## config.mk

```make
export PLATFORM = sky130hd
export DESIGN_NAME = stereo_linear_resampler_flat
export DESIGN_NICKNAME = d
export VERILOG_FILES = /design/src/rtl/slr_pkg.sv /design/src/rtl/slr_in_if.sv /design/src/rtl/slr_out_if.sv /design/src/rtl/stereo_linear_resampler.sv /design/src/rtl/slr_ctrl.sv /design/src/rtl/slr_datapath.sv /design/src/flat_wrapper.sv
export VERILOG_INCLUDE_DIRS = /design/src /design/src/rtl
export SDC_FILE = /design/constraint.sdc
export NUM_CORES = 2
export LEC_CHECK = 0
export BUFFER_PORTS_ARGS = -buffer_cell sky130_fd_sc_hd__buf_4
export CORE_UTILIZATION = 51
export DETAILED_ROUTE_END_ITERATION = 6
export GPL_ROUTABILITY_DRIVEN = 0
export PLACE_DENSITY = 0.73
export SYNTH_ARGS = -nofsm -noshare
export SYNTH_HDL_FRONTEND = slang
export SYNTH_SLANG_ARGS = --single-unit
```

## constraint.sdc

```tcl
create_clock -name i_clk -period 11.1 [get_ports i_clk]
set_input_delay 1.665 -clock i_clk [delete_from_list [all_inputs] [get_ports i_clk]]
set_output_delay 1.665 -clock i_clk [all_outputs]
set_load 0.02 [all_outputs]
```

## src/rtl/stereo_linear_resampler_defines.svh

```systemverilog
// Assertion macros shared by the resampler control and datapath modules.
// Each user module must provide i_clk and the active-low reset i_rst_n.
`ifndef STEREO_LINEAR_RESAMPLER_DEFINES_SVH
`define STEREO_LINEAR_RESAMPLER_DEFINES_SVH

// Consequent must hold in the same cycle as the antecedent.
`define SLR_ASSERT_NOW(label, ante, cons, msg) \
    label: assert property (@(posedge i_clk) disable iff (!i_rst_n) (ante) |-> (cons)) \
        else $error(msg);

// Consequent must hold in the cycle after the antecedent.
`define SLR_ASSERT_NEXT(label, ante, cons, msg) \
    label: assert property (@(posedge i_clk) disable iff (!i_rst_n) (ante) |=> (cons)) \
        else $error(msg);

`endif

```

## src/rtl/slr_pkg.sv

```systemverilog
// Shared widths, codes and control structures of the stereo linear resampler.
// Used by the channel interfaces, the controller, the datapath and the top level.
package slr_pkg;

    localparam int RAW_W    = 32;
    localparam int SAMPLE_W = 24;
    localparam int OUT_W    = 16;
    localparam int STEP_W   = 20;
    localparam int ADDR_W   = 4;
    localparam int DATA_W   = 32;

    localparam int FRAC_BITS_DEF   = 16;
    localparam int MAX_OUTPUTS_DEF = 8;

    localparam logic [STEP_W-1:0] STEP_RESET = STEP_W'(65536);

    // Register indexes, taken from paddr word address.
    localparam logic [1:0] REG_SAMPLE_FORMAT = 2'd0;
    localparam logic [1:0] REG_MONO_INPUT    = 2'd1;
    localparam logic [1:0] REG_STEP_RATIO    = 2'd2;

    typedef enum logic [1:0] {
        FMT_INT16   = 2'd0,
        FMT_INT32   = 2'd1,
        FMT_FLOAT32 = 2'd2,
        FMT_NONE    = 2'd3
    } t_fmt;

    typedef struct packed {
        t_fmt              fmt;
        logic              mono;
        logic [STEP_W-1:0] step;
    } t_cfg;

    typedef struct packed {
        logic load_in;
        logic norm;
        logic mul;
        logic scale;
        logic load_out;
        logic last;
        logic finish;
    } t_cmd;

    typedef struct packed {
        logic phase_lt_one;
        logic next_lt_one;
    } t_status;

endpackage

```

## src/rtl/slr_in_if.sv

```systemverilog
// Input frame channel: valid/ready handshake carrying raw stereo samples.
// Depends on slr_pkg for the sample word width.
interface slr_in_if;
    import slr_pkg::*;

    logic             valid;
    logic             ready;
    logic [RAW_W-1:0] left_raw;
    logic [RAW_W-1:0] right_raw;
    logic             silent;

    modport source (output valid, left_raw, right_raw, silent, input ready);
    modport sink   (input valid, left_raw, right_raw, silent, output ready);
endinterface

```

## src/rtl/slr_out_if.sv

```systemverilog
// Output sample channel: valid/ready handshake carrying signed 16-bit stereo samples.
// Depends on slr_pkg for the output width.
interface slr_out_if;
    import slr_pkg::*;

    logic                    valid;
    logic                    ready;
    logic signed [OUT_W-1:0] left_out;
    logic signed [OUT_W-1:0] right_out;
    logic                    last;

    modport source (output valid, left_out, right_out, last, input ready);
    modport sink   (input valid, left_out, right_out, last, output ready);
endinterface

```

## src/rtl/stereo_linear_resampler.sv

```systemverilog
// Top level of the stereo linear resampler: APB register file, channel wiring,
// controller and datapath. Depends on slr_pkg, slr_in_if, slr_out_if, slr_ctrl, slr_datapath.
//
//   Channel   Direction  Handshake          Payload
//   i_in_ch   in         valid/ready        left_raw[32], right_raw[32], silent
//   o_out_ch  out        valid/ready        left_out[16] s, right_out[16] s, last
//   APB       in/out     psel/penable       sample_format, mono_input, step_ratio
//
// A frame is handled in steps: accept, normalise, then for each output multiply, scale and
// load the output register, and finally update the phase; a frame gives at most MAX_OUTPUTS
// outputs. Each output uses two multipliers per channel: the interpolation product, then the
// scaling by 32767.
// Reset is synchronous; the output register lets a result wait while the next frame is
// accepted, and a full output register holds the frame in progress until its transfer.
module stereo_linear_resampler #(
    parameter int FRAC_BITS   = slr_pkg::FRAC_BITS_DEF,
    parameter int MAX_OUTPUTS = slr_pkg::MAX_OUTPUTS_DEF
) (
    input  logic                         i_clk,
    input  logic                         i_rst_n,
    slr_in_if.sink                       i_in_ch,
    slr_out_if.source                    o_out_ch,
    input  logic                         psel,
    input  logic                         penable,
    input  logic                         pwrite,
    input  logic [slr_pkg::ADDR_W-1:0]   paddr,
    input  logic [slr_pkg::DATA_W-1:0]   pwdata,
    output logic [slr_pkg::DATA_W-1:0]   prdata,
    output logic                         pready
);
    import slr_pkg::*;

    t_fmt              r_sample_format;
    logic              r_mono_input;
    logic [STEP_W-1:0] r_step_ratio;
    logic [1:0]        reg_idx;
    logic              cfg_wr;
    t_cfg              cfg;
    t_cmd              cmd;
    t_status           status;
    logic              in_ready;
    logic              out_valid;

    assign pready  = 1'b1;
    assign reg_idx = paddr[ADDR_W-1:2];
    assign cfg_wr  = psel && penable && pwrite && pready;

    always_ff @(posedge i_clk) begin
        if (!i_rst_n) begin
            r_sample_format <= FMT_INT16;
            r_mono_input    <= 1'b0;
            r_step_ratio    <= STEP_RESET;
        end else if (cfg_wr) begin
            unique case (reg_idx)
                REG_SAMPLE_FORMAT: r_sample_format <= t_fmt'(pwdata[1:0]);
                REG_MONO_INPUT:    r_mono_input    <= pwdata[0];
                REG_STEP_RATIO:    r_step_ratio    <= pwdata[STEP_W-1:0];
                default: ;
            endcase
        end
    end

    always_comb begin
        unique case (reg_idx)
            REG_SAMPLE_FORMAT: prdata = {{(DATA_W-2){1'b0}}, r_sample_format};
            REG_MONO_INPUT:    prdata = {{(DATA_W-1){1'b0}}, r_mono_input};
            REG_STEP_RATIO:    prdata = {{(DATA_W-STEP_W){1'b0}}, r_step_ratio};
            default:           prdata = '0;
        endcase
    end

    assign cfg.fmt  = r_sample_format;
    assign cfg.mono = r_mono_input;
    assign cfg.step = r_step_ratio;

    slr_ctrl #(
        .MAX_OUTPUTS (MAX_OUTPUTS)
    ) u_ctrl (
        .i_clk       (i_clk),
        .i_rst_n     (i_rst_n),
        .i_in_valid  (i_in_ch.valid),
        .o_in_ready  (in_ready),
        .o_out_valid (out_valid),
        .i_out_ready (o_out_ch.ready),
        .i_status    (status),
        .o_cmd       (cmd)
    );

    slr_datapath #(
        .FRAC_BITS (FRAC_BITS)
    ) u_datapath (
        .i_clk       (i_clk),
        .i_rst_n     (i_rst_n),
        .i_cfg       (cfg),
        .i_cmd       (cmd),
        .o_status    (status),
        .i_left_raw  (i_in_ch.left_raw),
        .i_right_raw (i_in_ch.right_raw),
        .i_silent    (i_in_ch.silent),
        .o_left_out  (o_out_ch.left_out),
        .o_right_out (o_out_ch.right_out),
        .o_last      (o_out_ch.last)
    );

    assign i_in_ch.ready  = in_ready;
    assign o_out_ch.valid = out_valid;

endmodule

```

## src/rtl/slr_ctrl.sv

```systemverilog
// Sequencer of the resampler: accepts frames, steps the datapath per output.
// Depends on slr_pkg and stereo_linear_resampler_defines.svh.
`include "stereo_linear_resampler_defines.svh"

module slr_ctrl #(
    parameter int MAX_OUTPUTS = slr_pkg::MAX_OUTPUTS_DEF
) (
    input  logic             i_clk,
    input  logic             i_rst_n,
    input  logic             i_in_valid,
    output logic             o_in_ready,
    output logic             o_out_valid,
    input  logic             i_out_ready,
    input  slr_pkg::t_status i_status,
    output slr_pkg::t_cmd    o_cmd
);
    import slr_pkg::*;

    localparam int CNT_W = (MAX_OUTPUTS > 1) ? $clog2(MAX_OUTPUTS) : 1;
    localparam logic [CNT_W-1:0] CNT_MAX = CNT_W'(MAX_OUTPUTS - 1);

    typedef enum logic [2:0] {
        S_IDLE,
        S_NORM,
        S_MUL,
        S_SCALE,
        S_OUT,
        S_END
    } t_state;

    t_state           r_state, n_state;
    logic [CNT_W-1:0] r_cnt, n_cnt;
    logic             r_last, n_last;
    logic             r_out_valid, n_out_valid;
    logic             out_free;

    always_comb begin
        n_state     = r_state;
        n_cnt       = r_cnt;
        n_last      = r_last;
        n_out_valid = r_out_valid;
        out_free    = !r_out_valid || i_out_ready;
        o_cmd       = '0;
        o_cmd.last  = r_last;

        if (r_out_valid && i_out_ready) begin
            n_out_valid = 1'b0;
        end

        unique case (r_state)
            S_IDLE: begin
                if (i_in_valid) begin
                    o_cmd.load_in = 1'b1;
                    n_state       = S_NORM;
                end
            end
            S_NORM: begin
                o_cmd.norm = 1'b1;
                n_cnt      = '0;
                n_state    = i_status.phase_lt_one ? S_MUL : S_END;
            end
            S_MUL: begin
                // The output being started is the final one if the phase leaves
                // [0, 1) after this step or the per-frame cap is reached.
                o_cmd.mul = 1'b1;
                n_last    = !i_status.next_lt_one || (r_cnt == CNT_MAX);
                n_cnt     = CNT_W'(r_cnt + 1'b1);
                n_state   = S_SCALE;
            end
            S_SCALE: begin
                o_cmd.scale = 1'b1;
                n_state     = S_OUT;
            end
            S_OUT: begin
                if (out_free) begin
                    o_cmd.load_out = 1'b1;
                    n_out_valid    = 1'b1;
                    n_state        = r_last ? S_END : S_MUL;
                end
            end
            S_END: begin
                o_cmd.finish = 1'b1;
                n_state      = S_IDLE;
            end
        endcase
    end

    always_ff @(posedge i_clk) begin
        if (!i_rst_n) begin
            r_state     <= S_IDLE;
            r_cnt       <= '0;
            r_last      <= 1'b0;
            r_out_valid <= 1'b0;
        end else begin
            r_state     <= n_state;
            r_cnt       <= n_cnt;
            r_last      <= n_last;
            r_out_valid <= n_out_valid;
        end
    end

    assign o_in_ready  = (r_state == S_IDLE);
    assign o_out_valid = r_out_valid;

    `SLR_ASSERT_NEXT(a_accept_to_norm, i_in_valid && o_in_ready, r_state == S_NORM, "accepted frame did not start normalisation")
    `SLR_ASSERT_NOW(a_mul_below_one, r_state == S_MUL, i_status.phase_lt_one, "output started with phase at or above one")
    `SLR_ASSERT_NEXT(a_last_ends_frame, o_cmd.load_out && o_cmd.last, r_state == S_END, "final output did not close the frame")

endmodule

```

## src/rtl/slr_datapath.sv

```systemverilog
// Datapath of the resampler: sample normalisation, phase accumulator, interpolation multiply,
// output scaling and the output register. Depends on slr_pkg and stereo_linear_resampler_defines.svh.
`include "stereo_linear_resampler_defines.svh"

module slr_datapath #(
    parameter int FRAC_BITS = slr_pkg::FRAC_BITS_DEF
) (
    input  logic                                i_clk,
    input  logic                                i_rst_n,
    input  slr_pkg::t_cfg                       i_cfg,
    input  slr_pkg::t_cmd                       i_cmd,
    output slr_pkg::t_status                    o_status,
    input  logic [slr_pkg::RAW_W-1:0]           i_left_raw,
    input  logic [slr_pkg::RAW_W-1:0]           i_right_raw,
    input  logic                                i_silent,
    output logic signed [slr_pkg::OUT_W-1:0]    o_left_out,
    output logic signed [slr_pkg::OUT_W-1:0]    o_right_out,
    output logic                                o_last
);
    import slr_pkg::*;

    // The accumulator must hold a phase just below one plus the largest step.
    localparam int PH_W   = (FRAC_BITS + 4 > STEP_W + 1) ? FRAC_BITS + 4 : STEP_W + 1;
    localparam int PROD_W = SAMPLE_W + FRAC_BITS + 2;
    localparam int SCL_W  = SAMPLE_W + OUT_W;

    localparam logic [PH_W-1:0] PHASE_ONE = PH_W'(1) << FRAC_BITS;
    localparam logic [PH_W-1:0] PHASE_MAX = (PH_W'(1) << (FRAC_BITS + 4)) - PH_W'(1);

    localparam logic signed [OUT_W-1:0]    SCALE_K    = OUT_W'(32767);
    localparam logic signed [SCL_W-1:0]    TRUNC_BIAS = SCL_W'((1 << (SAMPLE_W - 1)) - 1);
    localparam logic signed [SCL_W-1:0]    CLAMP_HI   = SCL_W'(32767);
    localparam logic signed [SCL_W-1:0]    CLAMP_LO   = -SCL_W'(32768);
    localparam logic signed [SAMPLE_W-1:0] Q_POS_MAX  = {1'b0, {(SAMPLE_W-1){1'b1}}};
    localparam logic signed [SAMPLE_W-1:0] Q_NEG_MAX  = {1'b1, {(SAMPLE_W-1){1'b0}}};
    localparam logic [7:0] EXP_BIAS = 8'd127;
    localparam logic [7:0] EXP_MIN  = 8'd104;
    localparam logic [7:0] EXP_SPEC = 8'hFF;

    // Float32 to Q1.23, truncating toward zero and saturating at magnitude one.
    function automatic logic signed [SAMPLE_W-1:0] f32_to_q(input logic [RAW_W-1:0] bits);
        logic [7:0]          ex;
        logic [22:0]         man;
        logic [7:0]          sh;
        logic [SAMPLE_W-1:0] mag;
        logic signed [SAMPLE_W-1:0] res;
        ex  = bits[30:23];
        man = bits[22:0];
        sh  = EXP_BIAS - ex;
        mag = {1'b1, man} >> sh[4:0];
        priority if (ex == EXP_SPEC && man != '0) begin
            res = '0;
        end else if (ex >= EXP_BIAS) begin
            res = bits[31] ? Q_NEG_MAX : Q_POS_MAX;
        end else if (ex < EXP_MIN) begin
            res = '0;
        end else begin
            res = bits[31] ? -mag : mag;
        end
        return res;
    endfunction

    function automatic logic signed [SAMPLE_W-1:0] to_q(input t_fmt fmt,
                                                        input logic [RAW_W-1:0] raw);
        logic signed [SAMPLE_W-1:0] res;
        unique case (fmt)
            FMT_INT16:   res = {raw[15:0], 8'h00};
            FMT_INT32:   res = raw[RAW_W-1:RAW_W-SAMPLE_W];
            FMT_FLOAT32: res = f32_to_q(raw);
            FMT_NONE:    res = '0;
        endcase
        return res;
    endfunction

    // Truncate the scaled product toward zero and clamp to 16 bits.
    function automatic logic signed [OUT_W-1:0] to_s16(input logic signed [SCL_W-1:0] p);
        logic signed [SCL_W-1:0] biased;
        logic signed [SCL_W-1:0] q;
        logic signed [OUT_W-1:0] res;
        biased = p + (p[SCL_W-1] ? TRUNC_BIAS : '0);
        q      = biased >>> (SAMPLE_W - 1);
        priority if (q > CLAMP_HI) begin
            res = CLAMP_HI[OUT_W-1:0];
        end else if (q < CLAMP_LO) begin
            res = CLAMP_LO[OUT_W-1:0];
        end else begin
            res = q[OUT_W-1:0];
        end
        return res;
    endfunction

    logic [RAW_W-1:0]           r_left_raw, r_right_raw;
    logic                       r_silent;
    logic signed [SAMPLE_W-1:0] r_cur_l, r_cur_r;
    logic signed [SAMPLE_W-1:0] r_prev_l, r_prev_r;
    logic                       r_primed;
    logic [PH_W-1:0]            r_phase;
    logic signed [PROD_W-1:0]   r_prod_l, r_prod_r;
    logic signed [SCL_W-1:0]    r_scl_l, r_scl_r;
    logic signed [OUT_W-1:0]    r_left_out, r_right_out;
    logic                       r_last;

    logic signed [SAMPLE_W-1:0] n_norm_l, n_norm_r;
    logic [PH_W-1:0]            n_phase_sum, n_phase_drop;
    logic signed [SAMPLE_W:0]   diff_l, diff_r;
    logic signed [FRAC_BITS:0]  frac;
    logic signed [PROD_W-1:0]   shift_l, shift_r;
    logic signed [SAMPLE_W-1:0] interp_l, interp_r;

    always_comb begin
        n_norm_l = '0;
        n_norm_r = '0;
        if (!r_silent) begin
            n_norm_l = to_q(i_cfg.fmt, r_left_raw);
            n_norm_r = i_cfg.mono ? n_norm_l : to_q(i_cfg.fmt, r_right_raw);
        end
    end

    always_comb begin
        n_phase_sum  = r_phase + PH_W'(i_cfg.step);
        n_phase_drop = '0;
        if (r_phase >= PHASE_ONE) begin
            n_phase_drop = r_phase - PHASE_ONE;
            if (n_phase_drop > PHASE_MAX) begin
                n_phase_drop = PHASE_MAX;
            end
        end
        o_status.phase_lt_one = (r_phase < PHASE_ONE);
        o_status.next_lt_one  = (n_phase_sum < PHASE_ONE);
    end

    assign diff_l = (SAMPLE_W + 1)'(r_cur_l) - (SAMPLE_W + 1)'(r_prev_l);
    assign diff_r = (SAMPLE_W + 1)'(r_cur_r) - (SAMPLE_W + 1)'(r_prev_r);
    assign frac   = $signed({1'b0, r_phase[FRAC_BITS-1:0]});

    // The interpolated value lies between prev and cur, so the sum wraps safely
    // in 24 bits.
    assign shift_l  = r_prod_l >>> FRAC_BITS;
    assign shift_r  = r_prod_r >>> FRAC_BITS;
    assign interp_l = r_prev_l + shift_l[SAMPLE_W-1:0];
    assign interp_r = r_prev_r + shift_r[SAMPLE_W-1:0];

    always_ff @(posedge i_clk) begin
        if (!i_rst_n) begin
            r_primed <= 1'b0;
            r_phase  <= '0;
            r_prev_l <= '0;
            r_prev_r <= '0;
        end else begin
            if (i_cmd.norm && !r_primed) begin
                r_primed <= 1'b1;
                r_prev_l <= n_norm_l;
                r_prev_r <= n_norm_r;
            end
            if (i_cmd.mul) begin
                r_phase <= n_phase_sum;
            end
            if (i_cmd.finish) begin
                r_phase  <= n_phase_drop;
                r_prev_l <= r_cur_l;
                r_prev_r <= r_cur_r;
            end
        end
    end

    always_ff @(posedge i_clk) begin
        if (i_cmd.load_in) begin
            r_left_raw  <= i_left_raw;
            r_right_raw <= i_right_raw;
            r_silent    <= i_silent;
        end
        if (i_cmd.norm) begin
            r_cur_l <= n_norm_l;
            r_cur_r <= n_norm_r;
        end
        if (i_cmd.mul) begin
            r_prod_l <= PROD_W'(diff_l) * PROD_W'(frac);
            r_prod_r <= PROD_W'(diff_r) * PROD_W'(frac);
        end
        if (i_cmd.scale) begin
            r_scl_l <= SCL_W'(interp_l) * SCL_W'(SCALE_K);
            r_scl_r <= SCL_W'(interp_r) * SCL_W'(SCALE_K);
        end
        if (i_cmd.load_out) begin
            r_left_out  <= to_s16(r_scl_l);
            r_right_out <= to_s16(r_scl_r);
            r_last      <= i_cmd.last;
        end
    end

    assign o_left_out  = r_left_out;
    assign o_right_out = r_right_out;
    assign o_last      = r_last;

    `SLR_ASSERT_NEXT(a_phase_saturated, i_cmd.finish, r_phase <= PHASE_MAX, "stored phase exceeds its range")
    `SLR_ASSERT_NOW(a_primed_before_mul, i_cmd.mul, r_primed, "interpolation started before priming")
    `SLR_ASSERT_NEXT(a_norm_primes, i_cmd.norm, r_primed, "normalisation left the history unprimed")

endmodule

```

## src/flat_wrapper.sv

```systemverilog
// flat-port wrapper written by rule: the top's interface ports become plain ports
module stereo_linear_resampler_flat import slr_pkg::*;
#(
    parameter int FRAC_BITS   = slr_pkg::FRAC_BITS_DEF,
    parameter int MAX_OUTPUTS = slr_pkg::MAX_OUTPUTS_DEF
)
  (i_clk, i_rst_n, psel, penable, pwrite, paddr, pwdata, prdata, pready, i_in_ch_valid, i_in_ch_left_raw, i_in_ch_right_raw, i_in_ch_silent, i_in_ch_ready, o_out_ch_valid, o_out_ch_left_out, o_out_ch_right_out, o_out_ch_last, o_out_ch_ready);
  slr_in_if i_in_ch_i ();
  slr_out_if o_out_ch_i ();
  input  logic i_clk;
  input  logic i_rst_n;
  input  logic psel;
  input  logic penable;
  input  logic pwrite;
  input  logic [slr_pkg::ADDR_W-1:0] paddr;
  input  logic [slr_pkg::DATA_W-1:0] pwdata;
  output logic [slr_pkg::DATA_W-1:0] prdata;
  output logic pready;
  input wire logic [$bits(i_in_ch_i.valid)-1:0] i_in_ch_valid;
  input wire logic [$bits(i_in_ch_i.left_raw)-1:0] i_in_ch_left_raw;
  input wire logic [$bits(i_in_ch_i.right_raw)-1:0] i_in_ch_right_raw;
  input wire logic [$bits(i_in_ch_i.silent)-1:0] i_in_ch_silent;
  output wire logic [$bits(i_in_ch_i.ready)-1:0] i_in_ch_ready;
  output wire logic [$bits(o_out_ch_i.valid)-1:0] o_out_ch_valid;
  output wire logic [$bits(o_out_ch_i.left_out)-1:0] o_out_ch_left_out;
  output wire logic [$bits(o_out_ch_i.right_out)-1:0] o_out_ch_right_out;
  output wire logic [$bits(o_out_ch_i.last)-1:0] o_out_ch_last;
  input wire logic [$bits(o_out_ch_i.ready)-1:0] o_out_ch_ready;
  assign i_in_ch_i.valid = i_in_ch_valid;
  assign i_in_ch_i.left_raw = i_in_ch_left_raw;
  assign i_in_ch_i.right_raw = i_in_ch_right_raw;
  assign i_in_ch_i.silent = i_in_ch_silent;
  assign i_in_ch_ready = i_in_ch_i.ready;
  assign o_out_ch_valid = o_out_ch_i.valid;
  assign o_out_ch_left_out = o_out_ch_i.left_out;
  assign o_out_ch_right_out = o_out_ch_i.right_out;
  assign o_out_ch_last = o_out_ch_i.last;
  assign o_out_ch_i.ready = o_out_ch_ready;
  stereo_linear_resampler #(.FRAC_BITS(FRAC_BITS), .MAX_OUTPUTS(MAX_OUTPUTS)) u_core (.i_clk(i_clk), .i_rst_n(i_rst_n), .i_in_ch(i_in_ch_i), .o_out_ch(o_out_ch_i), .psel(psel), .penable(penable), .pwrite(pwrite), .paddr(paddr), .pwdata(pwdata), .prdata(prdata), .pready(pready));
endmodule
```

==> impl_metrics.env <==
export IMPL_slowest_delay_ns=0.62
export IMPL_clock_fmax_mhz=97.4
export IMPL_fp_coreArea_um2=137000
export IMPL_cts_root_buffer="clkbuf_16"
export IMPL_fin_nets=9493
export IMPL_slew_headroom_pct=16.1
export IMPL_die_width_um=374
export IMPL_die_y_um=374
export IMPL_cap_viol_max_count=0
export IMPL_drv_slew=0
export IMPL_layout_common_cells="inv_1 (1,622), fa_1 (1,192), nand2_1 (703), ha_1 (558), and2_1 (368)"
export IMPL_synthCells=7640
export IMPL_hpwl_um=149000
export IMPL_htree_levels=2
export IMPL_finalHoldViolCount=0
export IMPL_grt_pass1_wl_um=303000
export IMPL_clkLatencyLatePin_ns=0.69
export IMPL_status="finished, final reports clean"
export IMPL_routedWlPerCell_um=19.9
export IMPL_ys_types=109
export IMPL_cp_end_kind="flop"
export IMPL_synthFlopType="edfxtp_1"
export IMPL_routed_wirelength_um=188000
export IMPL_post_cts_buffers=0
export IMPL_async_flop_share_pct=0
export IMPL_netlist_area_um2=70500
export IMPL_slowest_stage="o21ai_0"
export IMPL_required_ns=11.53
export IMPL_viasPerCell=5.71
export IMPL_final_common_cell="inv_1"
export IMPL_cp_start_kind="flop"
export IMPL_hold_path_class="reg -> reg"
export IMPL_final_area_um2=75100
export IMPL_grt_usage_pct=27.3
export IMPL_syn_to_final_growth_pct=6.48
export IMPL_critPathKind="reg -> reg"
export IMPL_port_buffers=148
export IMPL_yosys_register_bits=375
export IMPL_grt_overflow=0
export IMPL_dpl_cell_area_um2=73500
export IMPL_yosysWarnings=0
export IMPL_synth_edf_count=274
export IMPL_cp_common_cell="fa_1"
export IMPL_vias=54024
export IMPL_path_depth=38
export IMPL_avgSynthCellArea_um2=9.23
export IMPL_finalCritPeriodShare_pct=92.5
export IMPL_cp_max_fo=9
export IMPL_postCtsHoldBufs=0
export IMPL_fin_tns_setup_ns=0
export IMPL_cp_top_family="compound AO/OA/AOI/OAI gates"
export IMPL_cts_resized=0
export IMPL_finalCriticalPeriod_ns=10.26
export IMPL_antenna_found_initial=4
export IMPL_worstSetupEndpoint="u_core.u_datapath.r_prod_l[39]"
export IMPL_ios=176
export IMPL_r2r_end="u_core.u_datapath.r_prod_l[39]"
export IMPL_grt_pass1_vias=56211
export IMPL_r2r_worst_path_cells=38
export IMPL_cp_arrival_ns=10.69
export IMPL_antenna_left=0
export IMPL_path_buf_inv=5
export IMPL_drive_above_1_share_pct=6.31
export IMPL_finalClockSkew_ns=0.0752
export IMPL_cts_num_sinks=375
export IMPL_finalSetupViolations=0
export IMPL_cp_startpoint="u_core.u_datapath.r_cur_l[0]"
export IMPL_drtIter0Drc=4654
export IMPL_grt_max_degree=68
export IMPL_cts_max_path_buffers=3
export IMPL_core_rowCount=136
export IMPL_dr_pass1_iters=7
export IMPL_drc=0
export IMPL_r2r_slack_ns=0.84
export IMPL_start_util_pct=51.3
export IMPL_cts_made_buffers=45
export IMPL_r2r_start="u_core.u_datapath.r_cur_l[0]"
export IMPL_path_clk_slew_ns=0.08
export IMPL_seq_area_frac_synth_pct=14.5
export IMPL_die_area_um2=140000
export IMPL_worst_slew_pin_slew_ns=1.24
export IMPL_cts_tree="built"
export IMPL_grt_setup_unrepaired="false"
-- metrics by stage --
| step | worst slack [ns] | instances | util (%) | hold WS [ns] |
|---|---|---|---|---|
| after floorplan | 1.96 | 7651 | - | 0.448 |
| after global placement | 1.04 | 9382 | 53.5 | 0.460 |
| after detailed placement | 0.905 | 9382 | 53.5 | 0.467 |
| after CTS | 0.817 | 9465 | 54.7 | 0.477 |
| after global routing | 0.249 | 9465 | 54.7 | 0.502 |
| final | 0.837 | 9466 | 54.7 | 0.483 |
-- cells in the mapped netlist, types with 124 or more instances --
| cell type | n | area (um2) |
|---|---|---|
| xnor2_1 | 245 | 2150 |
| ha_1 | 558 | 6980 |
| fa_1 | 1192 | 23900 |
| nand3_1 | 124 | 621 |
| nand2_1 | 703 | 2640 |
| clkbuf_1 | 277 | 1040 |
| o21ai_0 | 219 | 1100 |
| inv_1 | 1624 | 6100 |
| nor2_1 | 303 | 1140 |
| a21oi_1 | 329 | 1650 |
| and2_1 | 370 | 2310 |
| a21o_1 | 138 | 1040 |
| edfxtp_1 | 274 | 8230 |
-- how the worst min path moves through the flow --
| stage | from | endpoint | slack, ns | cells after the start |
|---|---|---|---|---|
| final | u_core.r_step_ratio[18] | u_core.r_step_ratio[18] | 0.48 | 2 |
| after global routing | u_core.u_datapath.r_prev_r[14] | u_core.u_datapath.r_prev_r[14] | 0.50 | 2 |
| after CTS | u_core.u_datapath.r_prev_l[2] | u_core.u_datapath.r_prev_l[2] | 0.48 | 2 |
| after detailed placement | u_core.u_datapath.r_prev_l[2] | u_core.u_datapath.r_prev_l[2] | 0.47 | 2 |
| after global placement | u_core.u_datapath.r_prev_l[2] | u_core.u_datapath.r_prev_l[2] | 0.46 | 2 |
| after floorplan | u_core.r_step_ratio[10] | u_core.r_step_ratio[10] | 0.45 | 2 |
-- sequential cells by signal, summed over array words and instances, names as in the netlist, 21 cells and up --
register and flops:
u_core.u_datapath.r_prod_r 24, u_core.u_datapath.r_scl_r 40, u_core.u_datapath.r_right_raw 32, u_core.u_datapath.r_cur_r 24, u_core.u_datapath.r_prod_l 24, u_core.u_datapath.r_phase 21
u_core.u_datapath.r_prev_r 24, u_core.u_datapath.r_scl_l 40, u_core.u_datapath.r_cur_l 24, u_core.u_datapath.r_left_raw 32, u_core.u_datapath.r_prev_l 24
-- cells by family after synthesis --
logic type	Yosys count	share of synthesized area (%)
buffers and inverters	1956	10.6
and+or+nand+nor	1941	13.5
other	2	0.0107
adders and majority gates	1761	43.9
muxes	103	2.49
AOI/OAI and AO/OA	1145	10.6
xor gates and xnor gates	357	4.44
DFF	375	14.5
-- per-layer routing --
| layer | GRT usage, % | up-vias | part of all wire, % |
|---|---|---|---|
| met3 | 4.87 | 541 | 8.9 |
| met4 | 11.8 | 8 | 4.9 |
| met2 | 44.9 | 2484 | 47 |
| met5 | 0 | - | 0.025 |
| met1 | 35.3 | 26745 | 40 |
| li1 | - | 24246 | - |
-- worst register-to-register path: cells and delay by family, from the launching register on --
family | cells | cell delay (ns)
simple gates | 5 | 1.12
flops | 1 | 0.39
compound gates | 17 | 4.10
xor+xnor | 2 | 0.33
fa+ha+maj | 9 | 3.71
buf+inv | 5 | 0.45
-- final cells by class --
type | count | area, um2
fillers | 11846 | 62300
clock buffers | 58 | 1180
diodes | 1 | 2.50
repair buffers | 262 | 1970
multi-input cells | 5320 | 52900
flip-flops and latches | 375 | 10300
inverters | 1631 | 6120
well taps | 1794 | 2240
clock inverters | 25 | 347
Power is left out: the tool's default activity adds up to more than one toggle a clock period on the data nets, which glitch-free logic cannot reach.
